$ cat config.mk
export PLATFORM = sky130hd
export DESIGN_NAME = nmea_checksum_type_classifier
export DESIGN_NICKNAME = d
export VERILOG_FILES = /design/src/hw/rtl/nmeack_pkg.sv /design/src/hw/rtl/nmea_checksum_type_classifier.sv /design/src/hw/rtl/nmeack_in_stage.sv /design/src/hw/rtl/nmeack_scan.sv
export SDC_FILE = /design/constraint.sdc
export NUM_CORES = 1
export LEC_CHECK = 0
export BUFFER_PORTS_ARGS = -buffer_cell sky130_fd_sc_hd__clkbuf_2
export CAP_MARGIN = 20
export CORE_UTILIZATION = 40
export DETAILED_ROUTE_END_ITERATION = 12
export SLEW_MARGIN = 20
export SYNTH_ARGS = -nofsm -noshare
export SYNTH_HDL_FRONTEND = slang
export SYNTH_HIERARCHICAL = 1
export SYNTH_SLANG_ARGS = --single-unit
$ cat constraint.sdc
create_clock -name clk -period 2.8 [get_ports clk]
set_input_delay 0 -clock clk [delete_from_list [all_inputs] [get_ports clk]]
set_output_delay 0 -clock clk [all_outputs]
set_load 0.005 [all_outputs]
$ cat src/hw/rtl/nmeack_pkg.sv
// Shared types and constants for the NMEA checksum and sentence-type classifier.
package nmeack_pkg;

	localparam int unsigned BYTE_W = 8;
	localparam int unsigned ID_BYTES = 5;
	localparam int unsigned ID_W = BYTE_W * ID_BYTES;
	localparam int unsigned CFG_IDX_W = 2;

	localparam logic [BYTE_W-1:0] STAR_CHAR = 8'h2A;

	localparam logic [ID_W-1:0] FIRST_PATTERN_RST = 40'h47_50_47_47_41;
	localparam logic [ID_W-1:0] SECOND_PATTERN_RST = 40'h47_50_52_4D_43;

	localparam logic [CFG_IDX_W-1:0] CFG_IDX_FIRST = 2'd0;
	localparam logic [CFG_IDX_W-1:0] CFG_IDX_SECOND = 2'd1;

	typedef enum logic [1:0] {
		KIND_CSUM_ERROR = 2'd0,
		KIND_FIRST = 2'd1,
		KIND_SECOND = 2'd2,
		KIND_UNKNOWN = 2'd3
	} sentence_kind_t;

	typedef struct packed {
		logic [BYTE_W-1:0] char_in;
		logic end_of_sentence;
	} char_item_t;

	typedef struct packed {
		sentence_kind_t sentence_kind;
		logic [BYTE_W-1:0] computed_sum;
		logic [BYTE_W-1:0] received_sum;
	} result_item_t;

endpackage

$ cat src/hw/rtl/nmea_checksum_type_classifier.sv
// Top level of the NMEA sentence checksum checker and sentence-type classifier.
//
// Usage: sentence bytes arrive on the char channel (char_valid/char_ready, payload
// char_item), one byte per request, with end_of_sentence set on the final byte.
// Every byte after the first is XORed up to the first '*'; the hex digits after the
// '*' form the received checksum. A five-byte sliding window looks for the two
// sentence IDs held in the configuration registers. After the final byte one
// request leaves on the result channel (result_valid/result_ready, payload result)
// with the sentence kind and both checksums. Other bytes produce no result.
// The cfg channel writes register 0 (first ID) or 1 (second ID); other indexes
// are ignored. It is always ready and is meant to be used only while idle.
// Path: a byte is held in the input register, where the scanner folds it into the
// sentence state; when the final byte leaves that register, the result is loaded
// into the result register, from which it is shown on the result channel.
// Throughput: one byte per cycle, set by the single input register feeding the
// scanner. The input register keeps taking bytes while a result waits; only a
// final byte stalls, and only while the previous result is still not taken.
// Reset: IDs return to GPGGA and GPRMC, the sentence state clears, and both
// channels come up empty.
module nmea_checksum_type_classifier (
	input logic clk,
	input logic arst_n,
	input logic char_valid,
	output logic char_ready,
	input nmeack_pkg::char_item_t char_item,
	output logic result_valid,
	input logic result_ready,
	output nmeack_pkg::result_item_t result,
	input logic cfg_valid,
	output logic cfg_ready,
	input logic [nmeack_pkg::CFG_IDX_W-1:0] cfg_index,
	input logic [nmeack_pkg::ID_W-1:0] cfg_data
);

	logic [nmeack_pkg::ID_W-1:0] first_pattern_q;
	logic [nmeack_pkg::ID_W-1:0] second_pattern_q;
	logic valid_s1;
	nmeack_pkg::char_item_t item_s1;
	nmeack_pkg::result_item_t result_d;
	nmeack_pkg::result_item_t result_q;
	logic result_valid_q;
	logic adv;
	logic load;

	// Configuration writes take effect at once.
	assign cfg_ready = 1'b1;

	always_ff @(posedge clk or negedge arst_n) begin
		if (!arst_n) begin
			first_pattern_q <= nmeack_pkg::FIRST_PATTERN_RST;
			second_pattern_q <= nmeack_pkg::SECOND_PATTERN_RST;
		end else if (cfg_valid) begin
			case (cfg_index)
				nmeack_pkg::CFG_IDX_FIRST: first_pattern_q <= cfg_data;
				nmeack_pkg::CFG_IDX_SECOND: second_pattern_q <= cfg_data;
				default: ;
			endcase
		end
	end

	// A held byte moves on unless it is a final byte and the result register is
	// still occupied by a result that the receiver has not taken.
	assign adv = valid_s1 && (!item_s1.end_of_sentence || !result_valid_q || result_ready);
	assign load = adv && item_s1.end_of_sentence;

	nmeack_in_stage u_in_stage (
		.clk(clk),
		.arst_n(arst_n),
		.char_valid(char_valid),
		.char_ready(char_ready),
		.char_item(char_item),
		.take(adv),
		.valid_s1(valid_s1),
		.item_s1(item_s1)
	);

	nmeack_scan u_scan (
		.clk(clk),
		.arst_n(arst_n),
		.step(adv),
		.item_s1(item_s1),
		.first_pattern(first_pattern_q),
		.second_pattern(second_pattern_q),
		.result_d(result_d)
	);

	always_ff @(posedge clk or negedge arst_n) begin
		if (!arst_n) begin
			result_valid_q <= 1'b0;
		end else if (load) begin
			result_valid_q <= 1'b1;
		end else if (result_ready) begin
			result_valid_q <= 1'b0;
		end
	end

	always_ff @(posedge clk) begin
		if (load) begin
			result_q <= result_d;
		end
	end

	assign result_valid = result_valid_q;
	assign result = result_q;

	// A pending result must never be overwritten by the next sentence.
	a_no_overwrite: assert property (@(posedge clk) disable iff (!arst_n)
		(result_valid_q && !result_ready) |-> !load)
		else $error("result overwritten while stalled");

	// A finished sentence always shows up as a result in the next cycle.
	a_load_shows: assert property (@(posedge clk) disable iff (!arst_n)
		load |=> result_valid_q)
		else $error("loaded result not presented");

	// The input side only stalls when the held byte cannot move on.
	a_ready_stall: assert property (@(posedge clk) disable iff (!arst_n)
		!char_ready |-> (valid_s1 && item_s1.end_of_sentence && result_valid_q))
		else $error("input stalled without cause");

	// A held byte that does not advance stays in place.
	a_hold_s1: assert property (@(posedge clk) disable iff (!arst_n)
		(valid_s1 && !adv) |=> (valid_s1 && $stable(item_s1)))
		else $error("held byte lost or changed");

endmodule

$ cat src/hw/rtl/nmeack_in_stage.sv
// Input register stage that holds one byte request until the scanner consumes it.
module nmeack_in_stage (
	input logic clk,
	input logic arst_n,
	input logic char_valid,
	output logic char_ready,
	input nmeack_pkg::char_item_t char_item,
	input logic take,
	output logic valid_s1,
	output nmeack_pkg::char_item_t item_s1
);

	logic accept;

	// The stage refills in the same cycle that its byte is consumed.
	assign char_ready = !valid_s1 || take;
	assign accept = char_valid && char_ready;

	always_ff @(posedge clk or negedge arst_n) begin
		if (!arst_n) begin
			valid_s1 <= 1'b0;
		end else if (accept) begin
			valid_s1 <= 1'b1;
		end else if (take) begin
			valid_s1 <= 1'b0;
		end
	end

	always_ff @(posedge clk) begin
		if (accept) begin
			item_s1 <= char_item;
		end
	end

endmodule

$ cat src/hw/rtl/nmeack_scan.sv
// Per-sentence scanner: running XOR, hex reader, ID window and classification.
module nmeack_scan (
	input logic clk,
	input logic arst_n,
	input logic step,
	input nmeack_pkg::char_item_t item_s1,
	input logic [nmeack_pkg::ID_W-1:0] first_pattern,
	input logic [nmeack_pkg::ID_W-1:0] second_pattern,
	output nmeack_pkg::result_item_t result_d
);

	localparam int unsigned WIN_W = nmeack_pkg::ID_W - nmeack_pkg::BYTE_W;

	logic first_byte_pending_q;
	logic star_seen_q;
	logic hex_stopped_q;
	logic [nmeack_pkg::BYTE_W-1:0] xor_acc_q;
	logic [nmeack_pkg::BYTE_W-1:0] hex_acc_q;
	logic [WIN_W-1:0] recent_q;
	logic first_matched_q;
	logic second_matched_q;

	logic star_seen_d;
	logic hex_stopped_d;
	logic [nmeack_pkg::BYTE_W-1:0] xor_acc_d;
	logic [nmeack_pkg::BYTE_W-1:0] hex_acc_d;
	logic [nmeack_pkg::ID_W-1:0] window;
	logic first_matched_d;
	logic second_matched_d;
	logic [4:0] digit;
	logic [nmeack_pkg::BYTE_W-1:0] c;

	// Returns {is_digit, value}.
	function automatic logic [4:0] hex_digit(input logic [7:0] b);
		logic [4:0] r;
		r = 5'd0;
		if (b >= 8'h30 && b <= 8'h39) begin
			r = {1'b1, b[3:0]};
		end else if ((b >= 8'h41 && b <= 8'h46) || (b >= 8'h61 && b <= 8'h66)) begin
			r = {1'b1, b[3:0] + 4'd9};
		end
		return r;
	endfunction

	// A pattern holding a zero byte is never allowed to match.
	function automatic logic usable(input logic [nmeack_pkg::ID_W-1:0] pat);
		logic ok;
		ok = 1'b1;
		for (int i = 0; i < nmeack_pkg::ID_BYTES; i++) begin
			if (pat[i*nmeack_pkg::BYTE_W +: nmeack_pkg::BYTE_W] == '0) begin
				ok = 1'b0;
			end
		end
		return ok;
	endfunction

	assign c = item_s1.char_in;
	assign digit = hex_digit(c);
	assign window = {recent_q, c};

	always_comb begin
		star_seen_d = star_seen_q;
		hex_stopped_d = hex_stopped_q;
		xor_acc_d = xor_acc_q;
		hex_acc_d = hex_acc_q;
		if (star_seen_q) begin
			if (!hex_stopped_q) begin
				if (digit[4]) begin
					hex_acc_d = {hex_acc_q[3:0], digit[3:0]};
				end else begin
					hex_stopped_d = 1'b1;
				end
			end
		end else if (c == nmeack_pkg::STAR_CHAR) begin
			star_seen_d = 1'b1;
		end else if (!first_byte_pending_q) begin
			xor_acc_d = xor_acc_q ^ c;
		end
		first_matched_d = first_matched_q || (window == first_pattern && usable(first_pattern));
		second_matched_d = second_matched_q
			|| (window == second_pattern && usable(second_pattern));
	end

	always_comb begin
		result_d.computed_sum = xor_acc_d;
		result_d.received_sum = hex_acc_d;
		if (!star_seen_d || xor_acc_d != hex_acc_d) begin
			result_d.sentence_kind = nmeack_pkg::KIND_CSUM_ERROR;
		end else if (first_matched_d) begin
			result_d.sentence_kind = nmeack_pkg::KIND_FIRST;
		end else if (second_matched_d) begin
			result_d.sentence_kind = nmeack_pkg::KIND_SECOND;
		end else begin
			result_d.sentence_kind = nmeack_pkg::KIND_UNKNOWN;
		end
	end

	always_ff @(posedge clk or negedge arst_n) begin
		if (!arst_n) begin
			first_byte_pending_q <= 1'b1;
			star_seen_q <= 1'b0;
			hex_stopped_q <= 1'b0;
			xor_acc_q <= '0;
			hex_acc_q <= '0;
			recent_q <= '0;
			first_matched_q <= 1'b0;
			second_matched_q <= 1'b0;
		end else if (step) begin
			if (item_s1.end_of_sentence) begin
				first_byte_pending_q <= 1'b1;
				star_seen_q <= 1'b0;
				hex_stopped_q <= 1'b0;
				xor_acc_q <= '0;
				hex_acc_q <= '0;
				recent_q <= '0;
				first_matched_q <= 1'b0;
				second_matched_q <= 1'b0;
			end else begin
				first_byte_pending_q <= 1'b0;
				star_seen_q <= star_seen_d;
				hex_stopped_q <= hex_stopped_d;
				xor_acc_q <= xor_acc_d;
				hex_acc_q <= hex_acc_d;
				recent_q <= window[WIN_W-1:0];
				first_matched_q <= first_matched_d;
				second_matched_q <= second_matched_d;
			end
		end
	end

endmodule
* After elaboration in Yosys (flattened, before gate mapping)
Index checks and enable logic that the tools add are counted.
** Operators by class
- Reduce and logical (&&, ||, !) cells :: 37
- Divide/modulo/power cells :: 0
- Multiplexer cells :: 37
- Shift operators :: 0
- $add $sub $neg :: 1
- Bitwise gates (word level) :: 1
- Multipliers :: 0
- Eq/ne operators :: 5
- $lt $le $gt $ge :: 6
** Operators by type and width (number)
- == test 40 bit :: 2
- zero test 8 bit :: 10
- two-way mux 8 bit :: 8
- two-way mux 32 bit :: 1
- two-way mux 1 bit :: 26
- greater-or-equal comparator 8 x 7 -> 1 bit (second input constant) :: 2
- <= comparator 8 x 7 -> 1 bit (second input constant) :: 2
- two-way mux 5 bit :: 2
- == test 8 x 6 -> 1 bit (second input constant) :: 1
- greater-or-equal comparator 8 x 6 -> 1 bit (second input constant) :: 1
- <= comparator 8 x 6 -> 1 bit (second input constant) :: 1
- logical AND 1 bit :: 8
- != test 8 bit :: 1
- bitwise XOR 8 bit :: 1
- logical OR 1 bit :: 7
- AND reduction 2 bit :: 3
- nonzero test 2 bit :: 3
- adder 4 bit (second input constant) :: 1
- zero test 1 bit :: 4
- == test 2 x 1 -> 1 bit (second input constant) :: 1
- zero test 2 bit :: 1
- OR reduction 2 bit :: 1
** Word-level totals
- RAM bits :: 0
- Input port bits :: 56
- ROM bits :: 0
- Memories kept :: 0
- Register bits :: 162
- Word-level logic and storage cells :: 105
- Bits in latches :: 0
- Output and inout port bits :: 21

* Logic depth before layout (Yosys ltp)
Gate-level depths: netlist of the first run.
- Word-level depth :: 11
- Gate-level depth with buffers :: 11
- Gate-level depth less buffers :: 10

* Modules after synthesis
Netlist of the first run, hierarchy kept.
** By module, submodules not included
- nmeack_scan :: area each 3866.2 um^2, seq. area each 1327.5 um^2, times used 1, cells each 428
- nmea_checksum_type_classifier :: area each 3638.5 um^2, seq. area each 2607.5 um^2, times used 1, cells each 196
- nmeack_in_stage :: area each 324.1 um^2, seq. area each 295.3 um^2, times used 1, cells each 13

* Worst setup path before layout of the first run
Ideal clock, no wire load.
- Path type :: reg-to-reg
- From :: reg, netlist name u_in_stage/item_s1[2]
- To :: reg result_q, in the netlist result[16], data pin
- Slack :: 0.170 ns
- Library setup time :: 0.176 ns
- Stages on the path, launching flop included :: 12
- Period minus slack after synthesis :: 2.630 ns
- Required time :: 2.624 ns
- Path buffers :: 2
- Arrival :: 2.454 ns
- Cell sequence :: edfxtp_1 > clkbuf_1 > inv_1 > ha_1 > or3b_1 > and4_4 > nand2b_1 > buf_4 > mux2i_1 > xnor2_1 > nand4_1 > nor4_1
** On the way
- Longest elaborated chain between the ends :: 10
- Elaborated cells on any way between the ends :: 34
- Classes of those cells :: 1 x add/sub; 6 x order compare; 4 x eq/ne; 12 x mux; 1 x bitwise; 10 x reduce/logical
** Ends and longest elaborated chain
- greater-or-equal comparator 8 x 7 -> 1 bit / <= comparator 8 x 7 -> 1 bit (equally long branches) :: RTL line nmeack_scan.sv:39 : end else if ((b >= 8'h41 && b <= 8'h46) || (b >= 8'h61 && b <= 8'h66)) begin
- logical AND 1 bit :: RTL line nmeack_scan.sv:39
- logical OR 1 bit :: RTL line nmeack_scan.sv:39
- two-way mux 5 bit :: RTL line nmeack_scan.sv:39
- two-way mux 5 bit :: RTL line nmeack_scan.sv:37 : if (b >= 8'h30 && b <= 8'h39) begin
- two-way mux 8 bit :: RTL line nmeack_scan.sv:68 : if (digit[4]) begin
- two-way mux 8 bit :: RTL line nmeack_scan.sv:67 : if (!hex_stopped_q) begin
- two-way mux 8 bit :: RTL line nmeack_scan.sv:66 : if (star_seen_q) begin
- != test 8 bit :: RTL line nmeack_scan.sv:87 : if (!star_seen_d || xor_acc_d != hex_acc_d) begin
- logical OR 1 bit :: RTL line nmeack_scan.sv:87
- end signal, assigned :: RTL line nmea_checksum_type_classifier.sv:99 : result_q <= result_d;
- end, declared :: RTL line nmea_checksum_type_classifier.sv:40 : nmeack_pkg::result_item_t result_q;
Parallel ways exist; a longest one is shown, timed or not.
A chain may end at the register's enable or synchronous reset.

* Worst setup path in the final report of the first run
- From :: reg, netlist name u_in_stage/item_s1[1]
- To :: reg result_q, in the netlist result[16], data pin
** On the way
- Longest elaborated chain between the ends :: 10
- Elaborated cells on any way between the ends :: 34
- Classes of those cells :: 1 x add/sub; 6 x order compare; 4 x eq/ne; 12 x mux; 1 x bitwise; 10 x reduce/logical
** Ends and longest elaborated chain (RTL line)
- greater-or-equal comparator 8 x 7 -> 1 bit / <= comparator 8 x 7 -> 1 bit (equally long branches) :: nmeack_scan.sv:39
- logical AND 1 bit :: nmeack_scan.sv:39
- logical OR 1 bit :: nmeack_scan.sv:39
- two-way mux 5 bit :: nmeack_scan.sv:39
- two-way mux 5 bit :: nmeack_scan.sv:37
- two-way mux 8 bit :: nmeack_scan.sv:68
- two-way mux 8 bit :: nmeack_scan.sv:67
- two-way mux 8 bit :: nmeack_scan.sv:66
- != test 8 bit :: nmeack_scan.sv:87
- logical OR 1 bit :: nmeack_scan.sv:87
Parallel ways exist; a longest one is shown, timed or not.

==> results of run 1 <==
-- power by group --
part	internal, mW	switching (mW)
Sequential	2.82	0.400
Clock	1.54	0.952
Combinational	0.603	0.591
-- cells by family (layout without fill, tap and decap cells) --
group                      Yosys count  in the layout  synth area share (%)
buffers and inverters               66            212                 4.267
xor gates and xnor gates            86             86                 9.717
muxes                               84             84                 12.03
DFF                                162            162                 54.04
AOI/OAI and AO/OA                   86             86                 7.704
and+or+nand+nor                    148            148                 11.55
adders and majority gates            4              4                0.6393
other                                1              1               0.04790
-- path summary, 6_finish.rpt --
path | start | endpoint | slack (ns)
min in group clk | char_item[0] | u_in_stage/item_s1[0]$_DFFE_PP_ | 0.30
worst min register to register | u_scan/hex_acc_q[4]$_DFFE_PN0P_ | u_scan/hex_acc_q[4]$_DFFE_PN0P_ | 0.52
worst max-delay path | u_in_stage/item_s1[1]$_DFFE_PP_ | result[16]$_DFFE_PP_ | 0.13
worst max register to register | u_in_stage/item_s1[1]$_DFFE_PP_ | result[16]$_DFFE_PP_ | 0.13
worst min-delay path | arst_n | u_in_stage/valid_s1$_DFFE_PN0P_ | 0.01
max in group asynchronous | arst_n | second_pattern_q[18]$_DFFE_PN0P_ | 1.85
-- metrics by stage --
step	setup TNS, ns	cell area, µm²
CTS	0	9622
global route	-0.03459	9664
detailed placement	0	8462
finish	0	9664
global placement	0	8462
floorplan	0	7829
-- cell usage in the layout (no fill, tap or decap), types with 6 or more instances in the layout --
master and count:
nor4_1 33, nand3b_1 19, inv_1 34, o21ai_0 24
buf_4 19, edfxtp_1 27, xnor2_1 41, o31ai_1 13
nand4_1 13, mux2_2 78, a22o_1 6, xor2_1 44
nand2_1 38, dfrtp_1 102, clkbuf_16 19, dfstp_2 33
nor2_1 9, a21oi_1 9, o2bb2ai_1 9, dlygate4sd3_1 52
clkbuf_2 74
-- worst register-to-register path, delay by kind of cell, from the launching register on --
kind	cells	cell delay, ns
multiplexers	1	0.32
flip-flops	1	0.44
AND/OR/NAND/NOR	5	1.30
XOR/XNOR	1	0.15
adder cells (fa/ha/maj)	1	0.19
buffers and inverters	1	0.10
-- flip-flops by register name, indices dropped and copies added (netlist names), 8 cells and up --
| name | flops |
|---|---|
| u_scan/recent_q | 32 |
| first_pattern_q | 40 |
| second_pattern_q | 40 |
| result | 18 |
| u_in_stage/item_s1 | 9 |
| u_scan/xor_acc_q | 8 |
| u_scan/hex_acc_q | 8 |
-- routing by layer --
layer / vias to the layer above / share of wire [%] / GRT usage [%]
met5: - / 0 / 0
met4: 0 / 2.3 / 8.149
met3: 35 / 4.6 / 4.050
met2: 187 / 45 / 31.50
met1: 2730 / 48 / 29.95
li1: 2549 / - / -
-- repair_timing --
action,CTS,global route
hold endpoints to repair,173,0
endpoints found under the setup margin,0,2
buffers inserted,0,3
resized for setup,0,5
hold buffers,52,0
-- area by class of cell --
type	count	area [µm²]	share of cell area [%]
inverter	34	127.6	1.321
clock inverter	10	142.6	1.476
multi-input combinational	409	3288	34.02
tap	260	325.3	3.366
sequential	162	4230	43.77
timing repair buffer	146	1054	10.90
clock buffer	22	496.7	5.140
==> results.md, run 1 <==
* Outcome: complete, no violations
* WL final at 19.98 mm
* Post-DRT Antenna Nets at 0
* Layout cell share with drive strength beyond 1 at 32.69%
* CP max stage delay at 0.44 ns
* Synth top area share at 32.60%
* Starting density of the core at 41.30%
* CP Buf/Inv Count at 1
* Clk sink count at 162
* Pre-CTS setup slack at 0.1020 ns
* Minimum clock period at 2.673 ns
* Power Density at 714.8 nW/µm²
* Ys Warns at 6
* Largest net degree at the start of global routing at 65
* Die area at 20,140 µm²
* Critical path endpoint category: register
* Critical Path Source Type: register
* Leak at 4.028 nW
* Post-synth EDFFs at 27
* H-tree depth at 4
* Final hold vios at 0
* CP max FO at 6
* Crit path arrival time at 2.91 ns
* Worst Hold Class: input pin to asynchronous set/reset pin
* Cell taking the most area after synthesis: dfrtp_1
* Syn-to-layout area delta at 23.45%
* GR Util All Layers at 20.99%
* Cell depth of the worst setup path at 9
* Cell with the most instances after synthesis: dfrtp_1
* Post-DP HPWL at 14.39 mm
* Maximum buffer depth of the clock tree at 2
* Global placement routability congestion at 0.9310
* WS Path Type: register to register
* First-pass DRT Iterations at 5
* Worst Clk Skew at 0.007778 ns
* Core ar. at 18,960 µm²
* Fillers at 1,665
* Relative slew slack at 58.47%
* CTS tree: yes
* Syn_area_per_cell at 12.29 µm²
* Seq/Total Area, Yosys at 54.04%
* Mapped Area at 7829 µm²
* Crit path cell chain: inv_1, ha_1, or3b_1, and4_4, nand2b_2, mux2i_2, xnor2_1, nand4_1, nor4_1
* WL/cell at 19.15 µm
* DR vias/cell at 5.274
* Clock Latency Late Sink at 0.43 ns
* Non-filler instance count after layout at 1,043
* Num CTS Buffers at 17
* Nets@finish at 830
* Die W at 141.9 µm
* GR Overflow Total at 0
* I/O pin total at 77
* Row cnt at 50
* Slew Viols, Final at 0
* Die Y at 141.9 µm
* IR drop worst, VDD at 0.0005027 V
* Final core occ at 50.98%
* Clk slew on worst S/H paths at 0.06 ns
* Placed cells at 956
* Critical Path RT at 3.04 ns
* CP max stage cell: edfxtp_1
* Largest cells by area after synthesis: dfrtp_1 (33%), mux2_2 (11%), dfstp_2 (11%)
* Vias in the first global route at 5,533
* CP delay by family, top: simple AND/OR/NAND/NOR gates
* First-pass GRT wire length at 31.61 mm
* Worst slew pin tran at 0.6230 ns
* Yosys cell types at 63
* Fmax at 0.3741 GHz
* Pwr Total at 6.908 mW
* Vias at 5,501
* ANT cells at 0
* Ys flop type: dfrtp_1
* CTS root buffer: clkbuf_16
* Setup Viol. Count Final at 0
* Initial antenna violation count at 0
* Commonest cells in the netlist: dfrtp_1 (102), mux2_2 (78), xor2_1 (44), xnor2_1 (41), nand2_1 (38)
* Max-cap viol count at 0
* Register bit total from synthesis at 162
* Worst hold slack at 0.01188 ns
* DRC Markers at 0
* Syn_nets at 697
* Post-synthesis async set-or-reset flop share at 83.33%
* Final worst-path cycle share at 95.47%
* Reg2Reg Depth at 9
* Final WS setup at 0.1269 ns
* DR iter-0 viols at 455
* Port Buffer Count at 75
* Synth Instances at 637
No activity file was read; power rests on OpenSTA's default activity.
==> inputs of run 2 (changes only) <==
BUFFER_PORTS_ARGS = unset   (was -buffer_cell sky130_fd_sc_hd__clkbuf_2)
CORE_UTILIZATION = 55   (was 40)
DONT_BUFFER_PORTS = 1   (was unset)
PLACE_DENSITY = 0.73   (was unset)
==> results.md, run 2 (same netlist as run 1, synthesis figures left out) <==
* Logic pwr share at 16.5% (-0.8 points)
* GR Util All Layers at 27.80% (+6.8 points)
* Fmax at 0.3756 GHz (+0.40%)
* Power Density at 723.8 nW/µm² (+1.3%)
* Switching Power at 1.872 mW (-3.7%)
* Relative slew slack at 46.16% (-12 points)
* WL final at 18.88 mm (-5.5%)
* ANT cells at 0 (unchanged)
* Die Y at 121.3 µm (-15%)
* Critical Path RT at 3.05 ns (about the same)
* Clk sink count at 162 (unchanged)
* WS Path Type: register to register
* DR iter-0 viols at 573 (+26%)
* CTS root buffer: clkbuf_16
* Final WS setup at 0.1376 ns (+0.01061 ns)
* Crit path arrival time at 2.91 ns (about the same)
* CP max stage delay at 0.58 ns (+0.14 ns)
* CP delay by family, top: simple AND/OR/NAND/NOR gates
* Nets@finish at 755 (-9.0%)
* Slew Viols, Final at 0 (unchanged)
* Row cnt at 43 (-14%)
* DR vias/cell at 6.070 (+15%)
* Worst slew pin tran at 0.8068 ns (+0.1838 ns)
* Core ar. at 13,880 µm² (-27%)
* Final hold vios at 135 (+135)
* CP max FO at 7 (+1)
* Die area at 14,710 µm² (-27%)
* WL/cell at 21.26 µm (+11%)
* Worst Clk Skew at 0.01038 ns (+0.002606 ns)
* Syn-to-layout area delta at 16.89%
* Initial antenna violation count at 0 (unchanged)
* Crit path cell chain: or4b_4, o31a_1, nand2_1, xor2_2, xnor2_1, nand4_1, nor4_2
* Die W at 121.3 µm (-15%)
* Clock share of power at 34.9% (-1.2 points)
* Violated checks: hold timing
* I/O pin total at 77 (unchanged)
* DRC Markers at 0 (unchanged)
* CP startpoint: u_in_stage/item_s1[7]$_DFFE_PP_
* Critical path endpoint category: register
* Worst r2r src: u_in_stage/item_s1[7]$_DFFE_PP_
* Critical Path Source Type: register
* Commonest cells after routing, fill and taps aside: dfrtp_1 (102), mux2_2 (78), dlygate4sd3_1 (51)
* Vias at 5,390 (-2.0%)
* Layout cell share with drive strength beyond 1 at 25.85% (-6.8 points)
* Worst Hold Class: input pin to asynchronous set/reset pin
* Pwr Total at 6.624 mW (-4.1%)
* Switch share at 28.26% (+0.13 points)
* Clock Latency Late Sink at 0.44 ns (about the same)
* H-tree depth at 4 (unchanged)
* Num CTS Buffers at 17 (unchanged)
* Largest registers: first_pattern_q (40), second_pattern_q (40), u_scan/recent_q (32)
* IR drop worst, VDD at 0.0005040 V (+0.24%)
* Global placement routability congestion at 0.9861 (+5.9%)
* CP Buf/Inv Count at 0 (-1)
* Max-cap viol count at 0 (unchanged)
* Port Buffer Count at 0 (-100%)
* Reg2reg setup slack at 0.14 ns (about the same)
* CTS tree: yes
* Maximum buffer depth of the clock tree at 2 (unchanged)
* GR Overflow Total at 0 (unchanged)
* Commonest non-fill, non-tap cell in the layout: dfrtp_1
* Post-DRT Antenna Nets at 0 (unchanged)
* Setup Viol. Count Final at 0 (unchanged)
* P_int at 4.752 mW (-4.3%)
* Final worst-path cycle share at 95.09% (-0.38 points)
* Sequential share of power at 48.6% (+2.0 points)
* Starting density of the core at 56.40% (+15 points)
* Largest net degree at the start of global routing at 136 (+110%)
* Clk slew on worst S/H paths at 0.06 ns (about the same)
* Minimum clock period at 2.662 ns (-0.01061 ns)
* Outcome: finished, violations left
* First-pass DRT Iterations at 5 (unchanged)
* Worst hold slack at -0.7403 ns (-0.7521 ns)
* CP max stage cell: or4b_4
* Fillers at 1,009 (-39%)
* Post-DP HPWL at 13.18 mm (-8.4%)
* Pre-CTS setup slack at -0.01038 ns (-0.1124 ns)
* Leak at 3.692 nW (-8.3%)
* Vias in the first global route at 5,444 (-1.6%)
* Hold-fix buffers, CTS at 51 (-1.9%)
* First-pass GRT wire length at 29.98 mm (-5.2%)
## run 2: cell count changes in the layout (fill, tap and decap cells not counted), sizes merged
cell         delta
clkbuf         -75
clkinv          +3
bufinv          -1
dlygate4sd3     -1
inv             -1
## run 2: worst paths after layout
check / end / cells past startpoint
min in group clk: first_pattern_q[34]$_DFFE_PN1P_ / 3
worst max-delay path: result[16]$_DFFE_PP_ / 7
max in group asynchronous: first_pattern_q[17]$_DFFE_PN1P_ / 0
worst min register to register: u_scan/xor_acc_q[6]$_DFFE_PN0P_ / 1
worst max register to register: result[16]$_DFFE_PP_ / 7
worst min-delay path: u_scan/hex_acc_q[0]$_DFFE_PN0P_ / 0
## run 2: what timing repair did
action                                  4_1_cts  5_1_grt
hold endpoints to repair                    235      135
buffers inserted                              2        3
endpoints found under the setup margin        2        2
gates resized for setup                       5        5
## run 2: stage by stage
| stage | util, % | setup TNS (ns) | area (µm²) | cells | hold WS, ns |
|---|---|---|---|---|---|
| 2_1_floorplan | - | 0 | 7829 | 637 | -0.2956 |
| 3_3_place_gp | 57.37 | 0 | 7964 | 800 | -0.2897 |
| 3_5_place_dp | 57.37 | -0.01038 | 7964 | 800 | -0.2899 |
| 4_1_cts | 65.51 | 0 | 9094 | 885 | -0.7493 |
| 5_1_grt | 65.93 | -0.01139 | 9151 | 888 | -0.7596 |
| 6_report | 65.93 | 0 | 9151 | 888 | -0.7403 |
## run 2: power groups by stage
stage / clock, mW / combinational [mW] / sequential, mW
floorplan: 0 / 0.802 / 3.10
global placement: 0 / 0.983 / 3.23
finish: 2.31 / 1.09 / 3.22
global route: 2.45 / 1.18 / 3.26
detailed placement: 0 / 0.999 / 3.25
CTS: 2.35 / 1.07 / 3.21
## run 2: cell type report
cell class	count	area, µm²	area share (%)
clock inverter	11	125.1	1.367
inverter	34	127.6	1.395
sequential	162	4230	46.23
clock buffer	21	461.7	5.045
tap	180	225.2	2.461
multi-input combinational	409	3321	36.29
timing repair buffer	71	660.6	7.219
## run 2: worst register-to-register path, stage by stage, from the launching register on
cell	delay [ns]
edfxtp_1	0.51
or4b_4	0.58
o31a_1	0.37
nand2_1	0.14
xor2_2	0.22
xnor2_1	0.15
nand4_1	0.17
nor4_2	0.34
## run 2: routing by layer
layer / share of wire [%] / track usage (%)
met2: 45 / 40.02
met5: 0 / 0
met3: 6.4 / 5.780
met4: 3.3 / 13.89
met1: 45 / 39.79
